File: src/hdl/uvs_pkg.sv
// ----------------------------------------------------------------------------
// uvs_pkg
// types, constants and the arctangent table of the sphere vertex generator
// ----------------------------------------------------------------------------
`default_nettype none

package uvs_pkg;

	localparam int CORDIC_STAGES_DEF = 16;
	localparam int CW = 34;
	localparam logic signed [CW-1:0] CORDIC_GAIN = 34'sd652032874;
	localparam logic signed [15:0] ONE_Q14 = 16'sd16384;

	localparam logic [14:0] LAT_STEP_RST = 15'd2185;
	localparam logic [14:0] LON_STEP_RST = 15'd4096;

	typedef enum logic {
		REG_LAT_STEP = 1'b0,
		REG_LON_STEP = 1'b1
	} reg_idx_t;

	typedef struct packed {
		logic                 vld;
		logic signed [CW-1:0] xa;
		logic signed [CW-1:0] ya;
		logic signed [CW-1:0] za;
		logic                 nega;
		logic signed [CW-1:0] xo;
		logic signed [CW-1:0] yo;
		logic signed [CW-1:0] zo;
		logic                 nego;
		logic [16:0]          u;
	} cordic_t;

	function automatic logic [31:0] atan_turn(input int i);
		logic [31:0] r;
		case (i)
			0: r = 32'h20000000;
			1: r = 32'h12E4051E;
			2: r = 32'h09FB385B;
			3: r = 32'h051111D4;
			4: r = 32'h028B0D43;
			5: r = 32'h0145D7E1;
			6: r = 32'h00A2F61E;
			7: r = 32'h00517C55;
			8: r = 32'h0028BE53;
			9: r = 32'h00145F2F;
			10: r = 32'h000A2F98;
			11: r = 32'h000517CC;
			12: r = 32'h00028BE6;
			13: r = 32'h000145F3;
			14: r = 32'h0000A2FA;
			15: r = 32'h0000517D;
			16: r = 32'h000028BE;
			17: r = 32'h0000145F;
			18: r = 32'h00000A30;
			19: r = 32'h00000518;
			20: r = 32'h0000028C;
			21: r = 32'h00000146;
			22: r = 32'h000000A3;
			23: r = 32'h00000051;
			default: r = 32'h0;
		endcase
		return r;
	endfunction

endpackage

`default_nettype wire

File: src/hdl/uvs_cell.sv
// ----------------------------------------------------------------------------
// uvs_cell
// one cordic rotation step for the latitude and longitude lanes
// ----------------------------------------------------------------------------
`default_nettype none

module uvs_cell
	import uvs_pkg::*;
#(
	parameter int STAGE = 0
) (
	input  wire logic    clk,
	input  wire logic    arst_n,
	input  wire logic    en,
	input  wire cordic_t din,
	output cordic_t      dout
);

	localparam logic signed [CW-1:0] ATAN = CW'(atan_turn(STAGE));

	cordic_t nxt;
	cordic_t cell_q;

	always_comb begin
		nxt = din;
		if (din.za >= 0) begin
			nxt.xa = din.xa - (din.ya >>> STAGE);
			nxt.ya = din.ya + (din.xa >>> STAGE);
			nxt.za = din.za - ATAN;
		end else begin
			nxt.xa = din.xa + (din.ya >>> STAGE);
			nxt.ya = din.ya - (din.xa >>> STAGE);
			nxt.za = din.za + ATAN;
		end
		if (din.zo >= 0) begin
			nxt.xo = din.xo - (din.yo >>> STAGE);
			nxt.yo = din.yo + (din.xo >>> STAGE);
			nxt.zo = din.zo - ATAN;
		end else begin
			nxt.xo = din.xo + (din.yo >>> STAGE);
			nxt.yo = din.yo - (din.xo >>> STAGE);
			nxt.zo = din.zo + ATAN;
		end
	end

	always_ff @(posedge clk or negedge arst_n) begin
		if (!arst_n) begin
			cell_q <= '0;
		end else if (en) begin
			cell_q <= nxt;
		end
	end

	assign dout = cell_q;

endmodule

`default_nettype wire

File: config.mk
export PLATFORM = sky130hd
export DESIGN_NAME = uvs_cell
export DESIGN_NICKNAME = d
export VERILOG_FILES = /design/src/hdl/uvs_pkg.sv /design/src/hdl/uvs_cell.sv
export SDC_FILE = /design/constraint.sdc
export NUM_CORES = 1
export LEC_CHECK = 0
export ABC_AREA = 1
export BUFFER_PORTS_ARGS = -buffer_cell sky130_fd_sc_hd__clkbuf_2
export CAP_MARGIN = 0
export CORE_UTILIZATION = 40
export CTS_BUF_LIST = sky130_fd_sc_hd__clkbuf_8
export CTS_CLUSTER_SIZE = 8
export DETAILED_ROUTE_END_ITERATION = 8
export GPL_ROUTABILITY_DRIVEN = 0
export PLACE_DENSITY = 0.71
export SYNTH_ARGS = -nofsm -noshare
export SYNTH_HDL_FRONTEND = slang
export SYNTH_SLANG_ARGS = --single-unit
File: constraint.sdc
create_clock -name clk -period 0.8 [get_ports clk]
set_clock_uncertainty 0.05 [all_clocks]
set_input_delay 0.08 -clock clk [delete_from_list [all_inputs] [get_ports clk]]
set_output_delay 0.08 -clock clk [all_outputs]
set_load 0.05 [all_outputs]
==> flow_summary_export.csv, run 1 <==
group,metric,value,unit
place,io_buffer_count,450,
synth,synth_nets,4145,
synth,synthFlopType,"dfrtp_1",
cts,cts_buffers,44,
status,haltStage,"5_1_grt",
synth,synth_area,22800,µm²
sta,worstEndpointType,"register input",
floorplanning,ioPinCount,451,
place,post_dp_cell_area,35000,µm²
sta,grt_worst_setup_endpoint,"dout[85]$_DFFE_PN0P_/D",
floorplanning,rows,87,
synth,ys_async_sr_fraction,100,%
grt,grt_start_max_net_pins,47,
place,dp_hpwl,84300,µm
synth,ys_seq_elements,222,
floorplanning,start_util,40.5,%
status,error,"[ERROR GRT-0232] Routing congestion too high. Check the congestion heatmap in the GUI.",
floorplanning,die_w,241,µm
grt,overflow,430,
synth,synthDistinctLibCells,44,
status,outcome,"stopped before the end",
grt,track_usage,79.8,%
synth,netlist.top_cell.by_area,"dfrtp_1",
synth,synth_area_per_cell,6.17,µm²
synth,ys.warnings.count,0,
synth,synthCells,3702,
synth,synth_top_area_share,24.3,%
synth,synth-edff-count,0,
synth,ys_seq_area_share,24.3,%
cts,cts_sinks,222,
synth,synth_area_leaders,"dfrtp_1, nand2_1, ha_1",
floorplanning,die_y,241,µm
cts,cts-root-buf,"clkbuf_8",
place,post-place-ws,-1.45,ns
cts,clock_path_buffers,3,
cts,h-tree-depth,2,
[cells in the mapped netlist, types with 8 or more instances]
library cell / number
nor3_1: 27
o21a_1: 9
buf_4: 39
o21ai_0: 165
inv_1: 407
a31oi_1: 18
clkbuf_1: 41
nor2_1: 332
o21bai_1: 27
o211ai_1: 17
buf_2: 45
fa_1: 8
xor2_1: 74
inv_2: 11
a21o_1: 23
dfrtp_1: 222
nand2_2: 9
o21ai_1: 35
nand2_1: 1312
nand4_1: 25
nand3_1: 284
nor4_1: 8
a21oi_1: 290
ha_1: 208
nor2_2: 11
[stage by stage]
stage / setup TNS (ns) / hold slack [ns] / std cells
2_1_floorplan: -114.22 / -0.266 / 3702
3_3_place_gp: -188.94 / -0.0837 / 5471
3_5_place_dp: -191.56 / -0.0847 / 5471
4_1_cts: -211.12 / -0.162 / 5826
[routing by layer]
metal	global-route usage (%)	overflow
met1	79.0	34
met2	92.6	195
met3	71.7	42
met4	73.4	154
met5	52.8	5
[logic make-up after synthesis]
logic type / count (synthesis) / synth area share, %
buffers and inverters: 554 / 10.1
AND/OR/NAND/NOR: 2032 / 36.2
AO/OA/AOI/OAI: 599 / 14.3
flip-flops: 222 / 24.3
XOR/XNOR: 79 / 3.03
adder cells (fa/ha/maj): 216 / 12.1
[what timing repair did]
item,CTS
resized for setup,1249
setup buffers,181
gates cloned,14
hold buffers,93
pin swaps,486
endpoints found under the setup margin,365
hold endpoints to repair,367
==> inputs of run 2 (changes only) <==
--- a/config.mk
+++ b/config.mk
@@ -8,12 +8,10 @@
 export ABC_AREA = 1
 export BUFFER_PORTS_ARGS = -buffer_cell sky130_fd_sc_hd__clkbuf_2
 export CAP_MARGIN = 0
-export CORE_UTILIZATION = 40
-export CTS_BUF_LIST = sky130_fd_sc_hd__clkbuf_8
-export CTS_CLUSTER_SIZE = 8
+export CORE_UTILIZATION = 25
 export DETAILED_ROUTE_END_ITERATION = 8
 export GPL_ROUTABILITY_DRIVEN = 0
-export PLACE_DENSITY = 0.71
+export PLACE_DENSITY_LB_ADDON = 0.15
 export SYNTH_ARGS = -nofsm -noshare
 export SYNTH_HDL_FRONTEND = slang
 export SYNTH_SLANG_ARGS = --single-unit
==> flow_summary_export.csv, run 2 <==
group,metric,value,unit
status,outcome,"finished with violations",
status,violations,"negative hold slack, negative setup slack",
power,irDropWorstVdd,0.00182,V
routing,wl_met3,9670,µm
cts,clkTransAtPathRegs,0.06,ns
grt,first_global_vias,30100,
cts,cts_sinks,222,
layout,largest_reg_flops,222,
place,io_buffer_count,450,
critical_path,cp_max_fo,4,
power,p_leak,24.0,nW
sta,timing_hold_violations_final,45,
routing,met2_length,56300,µm
power,power.total,74.7,mW
sta,tns,-199.86,ns
synth,ys_seq_elements,222,
sta,period_share,189,%
routing,wl,127000,µm
critical_path,worstPathRequired,1.24,ns
routing,wl_met1,54800,µm
critical_path,setup.worst_path.end_class,"register",
synth,netlist.top_cell.by_area,"dfrtp_1",
floorplanning,die_w,304,µm
synth,synthCells,3702,
floorplanning,die_area,92600,µm²
synth,synthDistinctLibCells,44,
synth,synth_commonest_cells,"nand2_1, inv_1, nor2_1",
synth,synth_area,22800,µm²
routing,wire_per_inst,19.8,µm
synth,ys.warnings.count,0,
critical_path,r2r_slack,-0.09,ns
layout,mostFrequentLayoutCell,"nand2_1",
layout,final_cell_mix,"nand2_1, buf_4, nand2_2",
grt,track_usage,25.8,%
synth,synth_most_common_cell,"nand2_1",
layout,area.growth.synth_to_final,118,%
min_path,min_path_type,"input pin to asynchronous set/reset pin",
synth,synth_area_per_cell,6.17,µm²
critical_path,critPathKind,"input pin to register",
layout,layout-drive-gt1-share,59.5,%
cts,ctsHoldBuffers,88,
synth,synth-edff-count,0,
routing,drcViolationCount,0,
critical_path,cp-start-kind,"input pin",
critical_path,regToRegStartpoint,"dout[102]",
sta,slew_violations,0,
routing,highest_layer,"met4",
sta,period_minus_slack,1.51,ns
cts,clk_latency,0.62,ns
floorplanning,ioPinCount,451,
sta,rsz0062_at_grt,"yes",
sta,setup-violations-final,366,
critical_path,r2r_cells,3,
grt,grt_start_max_net_pins,63,
cts,h-tree-depth,1,
floorplanning,die_y,304,µm
floorplanning,rows,110,
synth,ys_seq_area_share,24.3,%
routing,initialDrtViolationCount,2222,
cts,cts_buffers,31,
run,maxCapViolations,0,
grt,grt_pass1_wl,183000,µm
power,powerDensity,1500,nW/µm²
routing,vias,30900,
place,post-place-ws,-1.56,ns
routing,vias_per_cell,4.82,
grt,grt_antenna_before_repair,3,
cts,cts_tree,"yes",
synth,synth_top_area_share,24.3,%
sta,hold_slack,-0.119,ns
sta,fmax,662,MHz
routing,dr.pass1.iters,6,
synth,synth_area_leaders,"dfrtp_1, nand2_1, ha_1",
synth,ys_async_sr_fraction,100,%
sta,max_slew_margin,62.1,%
critical_path,reg2reg_to,"dout[102]",
place,dp_hpwl,97300,µm
floorplanning,start_util,25.3,%
cts,clock_path_buffers,3,
routing,antenna_left,0,
critical_path,crit_arrival,1.95,ns
grt,overflow,0,
sta,worst_pin_slew,0.567,ns
sta,setup_ws,-0.711,ns
floorplanning,core,90300,µm²
cts,cts-root-buf,"clkbuf_16",
layout,nets,5646,
synth,synth_nets,4145,
synth,synthFlopType,"dfrtp_1",
## run 2: cell counts after synthesis
No cell type changed its count.
## run 2: worst max-delay path by stage
| stage | from | endpoint | slack (ns) |
|---|---|---|---|
| global placement | din[104] | dout[112] | -1.55 |
| CTS | dout[188] | dout[188] | -0.75 |
| global route | din[163] | dout[175] | -0.77 |
| finish | din[57] | dout[114] | -0.71 |
| detailed placement | din[104] | dout[112] | -1.56 |
| floorplan | din[50] | dout[51] | -1.05 |
## run 2: timing repair
| action | CTS | global route |
|---|---|---|
| setup buffers | 180 | 104 |
| hold endpoints to repair | 355 | 54 |
| gates resized for setup | 1215 | 923 |
| gates cloned | 12 | 1 |
| endpoints found under the setup margin | 364 | 445 |
| pin swaps | 471 | 571 |
## run 2: through the flow
step           std cells  instance area [µm²]  utilization, %  hold WS (ns)
6_report            6405                49800            55.2        -0.119
4_1_cts             6316                45600            50.5        -0.161
3_5_place_dp        5989                37000            41.0       -0.0809
5_1_grt             6405                49800            55.2        -0.114
3_3_place_gp        5989                37000            41.0       -0.0817
2_1_floorplan       3702                26000               -        -0.266
## run 2: area by class of cell
class                           count  area, µm²
Fill cell                        8073      40500
Clock inverter                     14        128
Antenna cell                        2       5.00
Timing Repair Buffer             1603      16600
Inverter                          419       1960
Multi-Input combinational cell   2926      23100
Sequential cell                   222       5620
Clock buffer                       43        901
Tap cell                         1176       1470
## run 2: kinds of logic after synthesis
group                      count (synthesis)  synth area share (%)
AOI/OAI and AO/OA                        599                  14.3
and+or+nand+nor                         2032                  36.2
adders and majority gates                216                  12.1
xor gates and xnor gates                  79                  3.03
DFF                                      222                  24.3
buffers and inverters                    554                  10.1
## run 2: worst max-delay path, stage by stage
cell and delay, ns:
clkbuf_16 0.11, inv_8 0.03, ha_4 0.29, buf_12 0.13, buf_6 0.10, inv_4 0.03
a21oi_4 0.20, o21ai_2 0.07, nand2_2 0.08, nand3_4 0.10, buf_12 0.14, nand3b_1 0.20
nand3_1 0.13, nand3_1 0.10, nand2_1 0.05, nand2_1 0.05, nand2_1 0.05
## run 2: power by group
group          total (mW)  leakage [nW]  internal, mW  switching (mW)
clock                14.3         0.500          8.18            6.11
sequential           15.0          2.62          12.9            2.05
combinational        45.5          20.8          20.6            24.9
## run 2: per-layer routing
metal  up-vias  GRT usage, %
met4         0          10.5
met3       246          6.02
li1      14900             -
met2      1187          40.5
met5         -             0
met1     14600          34.1
(Power assumes the default switching activity.)
==> inputs of run 3 (changes only) <==
--- a/config.mk
+++ b/config.mk
@@ -6,10 +6,10 @@
 export NUM_CORES = 1
 export LEC_CHECK = 0
 export ABC_AREA = 1
-export BUFFER_PORTS_ARGS = -buffer_cell sky130_fd_sc_hd__clkbuf_2
 export CAP_MARGIN = 0
 export CORE_UTILIZATION = 25
 export DETAILED_ROUTE_END_ITERATION = 8
+export DONT_BUFFER_PORTS = 1
 export GPL_ROUTABILITY_DRIVEN = 0
 export PLACE_DENSITY_LB_ADDON = 0.15
 export SYNTH_ARGS = -nofsm -noshare
==> flow_summary_export.csv, run 3 (same netlist as run 2, synthesis figures left out) <==
group,metric,value,unit
status,outcome,"finished with violations",
status,violations,"negative hold slack, negative setup slack",
critical_path,cp_max_fo,5,
grt,overflow,0,
routing,wire_per_inst,20.8,µm
layout,fill_cells,8707,
sta,timing_hold_violations_final,385,
place,post-place-ws,-1.38,ns
grt,track_usage,25.6,%
critical_path,critPathKind,"input pin to register",
layout,largest_reg_flops,222,
place,post_dp_cell_area,33900,µm²
routing,vias_per_cell,4.89,
floorplanning,rows,110,
cts,clk_latency,0.57,ns
critical_path,crit_chain,"ha_4 -> buf_12 -> nor2_4 -> inv_2 -> nor3_4 -> nand2_1 -> nand2_2 -> nand2_4 -> buf_6 -> a21oi_4 -> nor3_1 -> o21ai_1 -> buf_4 -> nand2_1",
critical_path,crit_arrival,1.86,ns
sta,rsz0062_at_grt,"yes",
routing,wl,124000,µm
run,maxCapViolations,0,
routing,initialDrtViolationCount,2074,
cts,cts_tree,"yes",
cts,clkTransAtPathRegs,0.06,ns
layout,area.growth.synth_to_final,91.8,%
layout,final_cell_mix,"nand2_1, buf_4, nand2_2",
routing,dr.pass1.iters,7,
floorplanning,ioPinCount,451,
sta,slew_violations,0,
floorplanning,start_util,25.3,%
critical_path,critPathSlowestCell,"ha_4",
floorplanning,die_area,92600,µm²
grt,first_global_vias,28400,
sta,tns,-179.40,ns
critical_path,setup.worst_path.end_class,"register",
sta,max_slew_margin,57.1,%
sta,period_minus_slack,1.46,ns
cts,cts-root-buf,"clkbuf_16",
cts,cts_sinks,222,
cts,clock_path_buffers,3,
routing,drcViolationCount,0,
floorplanning,die_y,304,µm
place,io_buffer_count,0,
sta,period_share,182,%
cts,cts_buffers,34,
grt,grt_pass1_wl,181000,µm
power,irDropWorstVdd,0.00133,V
grt,grt_antenna_before_repair,3,
floorplanning,die_w,304,µm
sta,hold_slack,-0.847,ns
routing,antenna_left,0,
sta,worst_pin_slew,0.643,ns
critical_path,cp-start-kind,"input pin",
floorplanning,core,90300,µm²
critical_path,worstPathRequired,1.20,ns
layout,layout-drive-gt1-share,51.9,%
sta,setup-violations-final,364,
power,p_leak,21.1,nW
sta,fmax,686,MHz
critical_path,cpPeakStageDelay,0.24,ns
critical_path,cp_common_cell,"nand2_1",
cts,h-tree-depth,2,
sta,setup_ws,-0.657,ns
place,dp_hpwl,94600,µm
layout,nets,5209,
layout,mostFrequentLayoutCell,"nand2_1",
min_path,min_path_type,"input pin to asynchronous set/reset pin",
routing,vias,29200,
layout,final_area,43800,µm²
power,powerDensity,1590,nW/µm²
grt,grt_start_max_net_pins,223,
## run 3: metal layers
metal | routed length (µm) | vias up | part of all wire (%) | global-route usage, %
li1 | - | 14000 | - | -
met1 | 54700 | 13900 | 44 | 34.2
met2 | 55900 | 1100 | 45 | 41.1
met3 | 9660 | 213 | 7.8 | 5.71
met4 | 4090 | 2 | 3.3 | 7.11
met5 | 12 | - | 0.0096 | 0
## run 3: path summary, 6_finish.rpt
path,from,to,slack [ns],cells after the start
worst max-delay path,din[91],dout[101],-0.66,14
worst max register to register,dout[103],dout[103],-0.08,3
min in group clk,en,dout[216],-0.37,2
worst min register to register,dout[11],dout[11],0.42,2
max in group asynchronous,arst_n,dout[73],1.17,0
worst min-delay path,arst_n,dout[138],-0.85,0
## run 3: layout make-up
type	count	area, µm²	area share (%)
multi-input cells	2926	22300	51.0
repair buffers	1163	11200	25.5
flip-flops and latches	222	5580	12.7
inverters	419	2070	4.73
well taps	1176	1470	3.36
clock buffers	47	991	2.26
clock inverters	15	203	0.463
diodes	2	5.00	0.0114
## run 3: worst max-delay path: cells and delay by family
family                   cells  cell delay, ns
buffers and inverters        4            0.52
adder cells (fa/ha/maj)      1            0.24
AO/OA/AOI/OAI                2            0.28
AND/OR/NAND/NOR              7            0.72
## run 3: stage by stage
| step | total power [mW] | util, % | cells |
|---|---|---|---|
| 2_1_floorplan | 32.3 | - | 3702 |
| 3_3_place_gp | 45.3 | 37.5 | 5629 |
| 3_5_place_dp | 45.2 | 37.5 | 5629 |
| 4_1_cts | 67.4 | 45.8 | 5909 |
| 5_1_grt | 72.6 | 48.5 | 5970 |
| 6_report | 69.6 | 48.5 | 5970 |
## run 3: timing repair
action	in CTS	in global routing
gates resized for setup	1046	477
endpoints found under the setup margin	364	364
hold buffers	84	1
pin swaps	430	355
buffers inserted	131	72
hold endpoints to repair	424	414
cloned	15	0
## run 3: where the power goes
part	switching, mW	leakage (nW)	internal (mW)
logic	22.9	17.9	16.0
clock network	6.63	0.574	9.77
registers	1.49	2.66	12.9
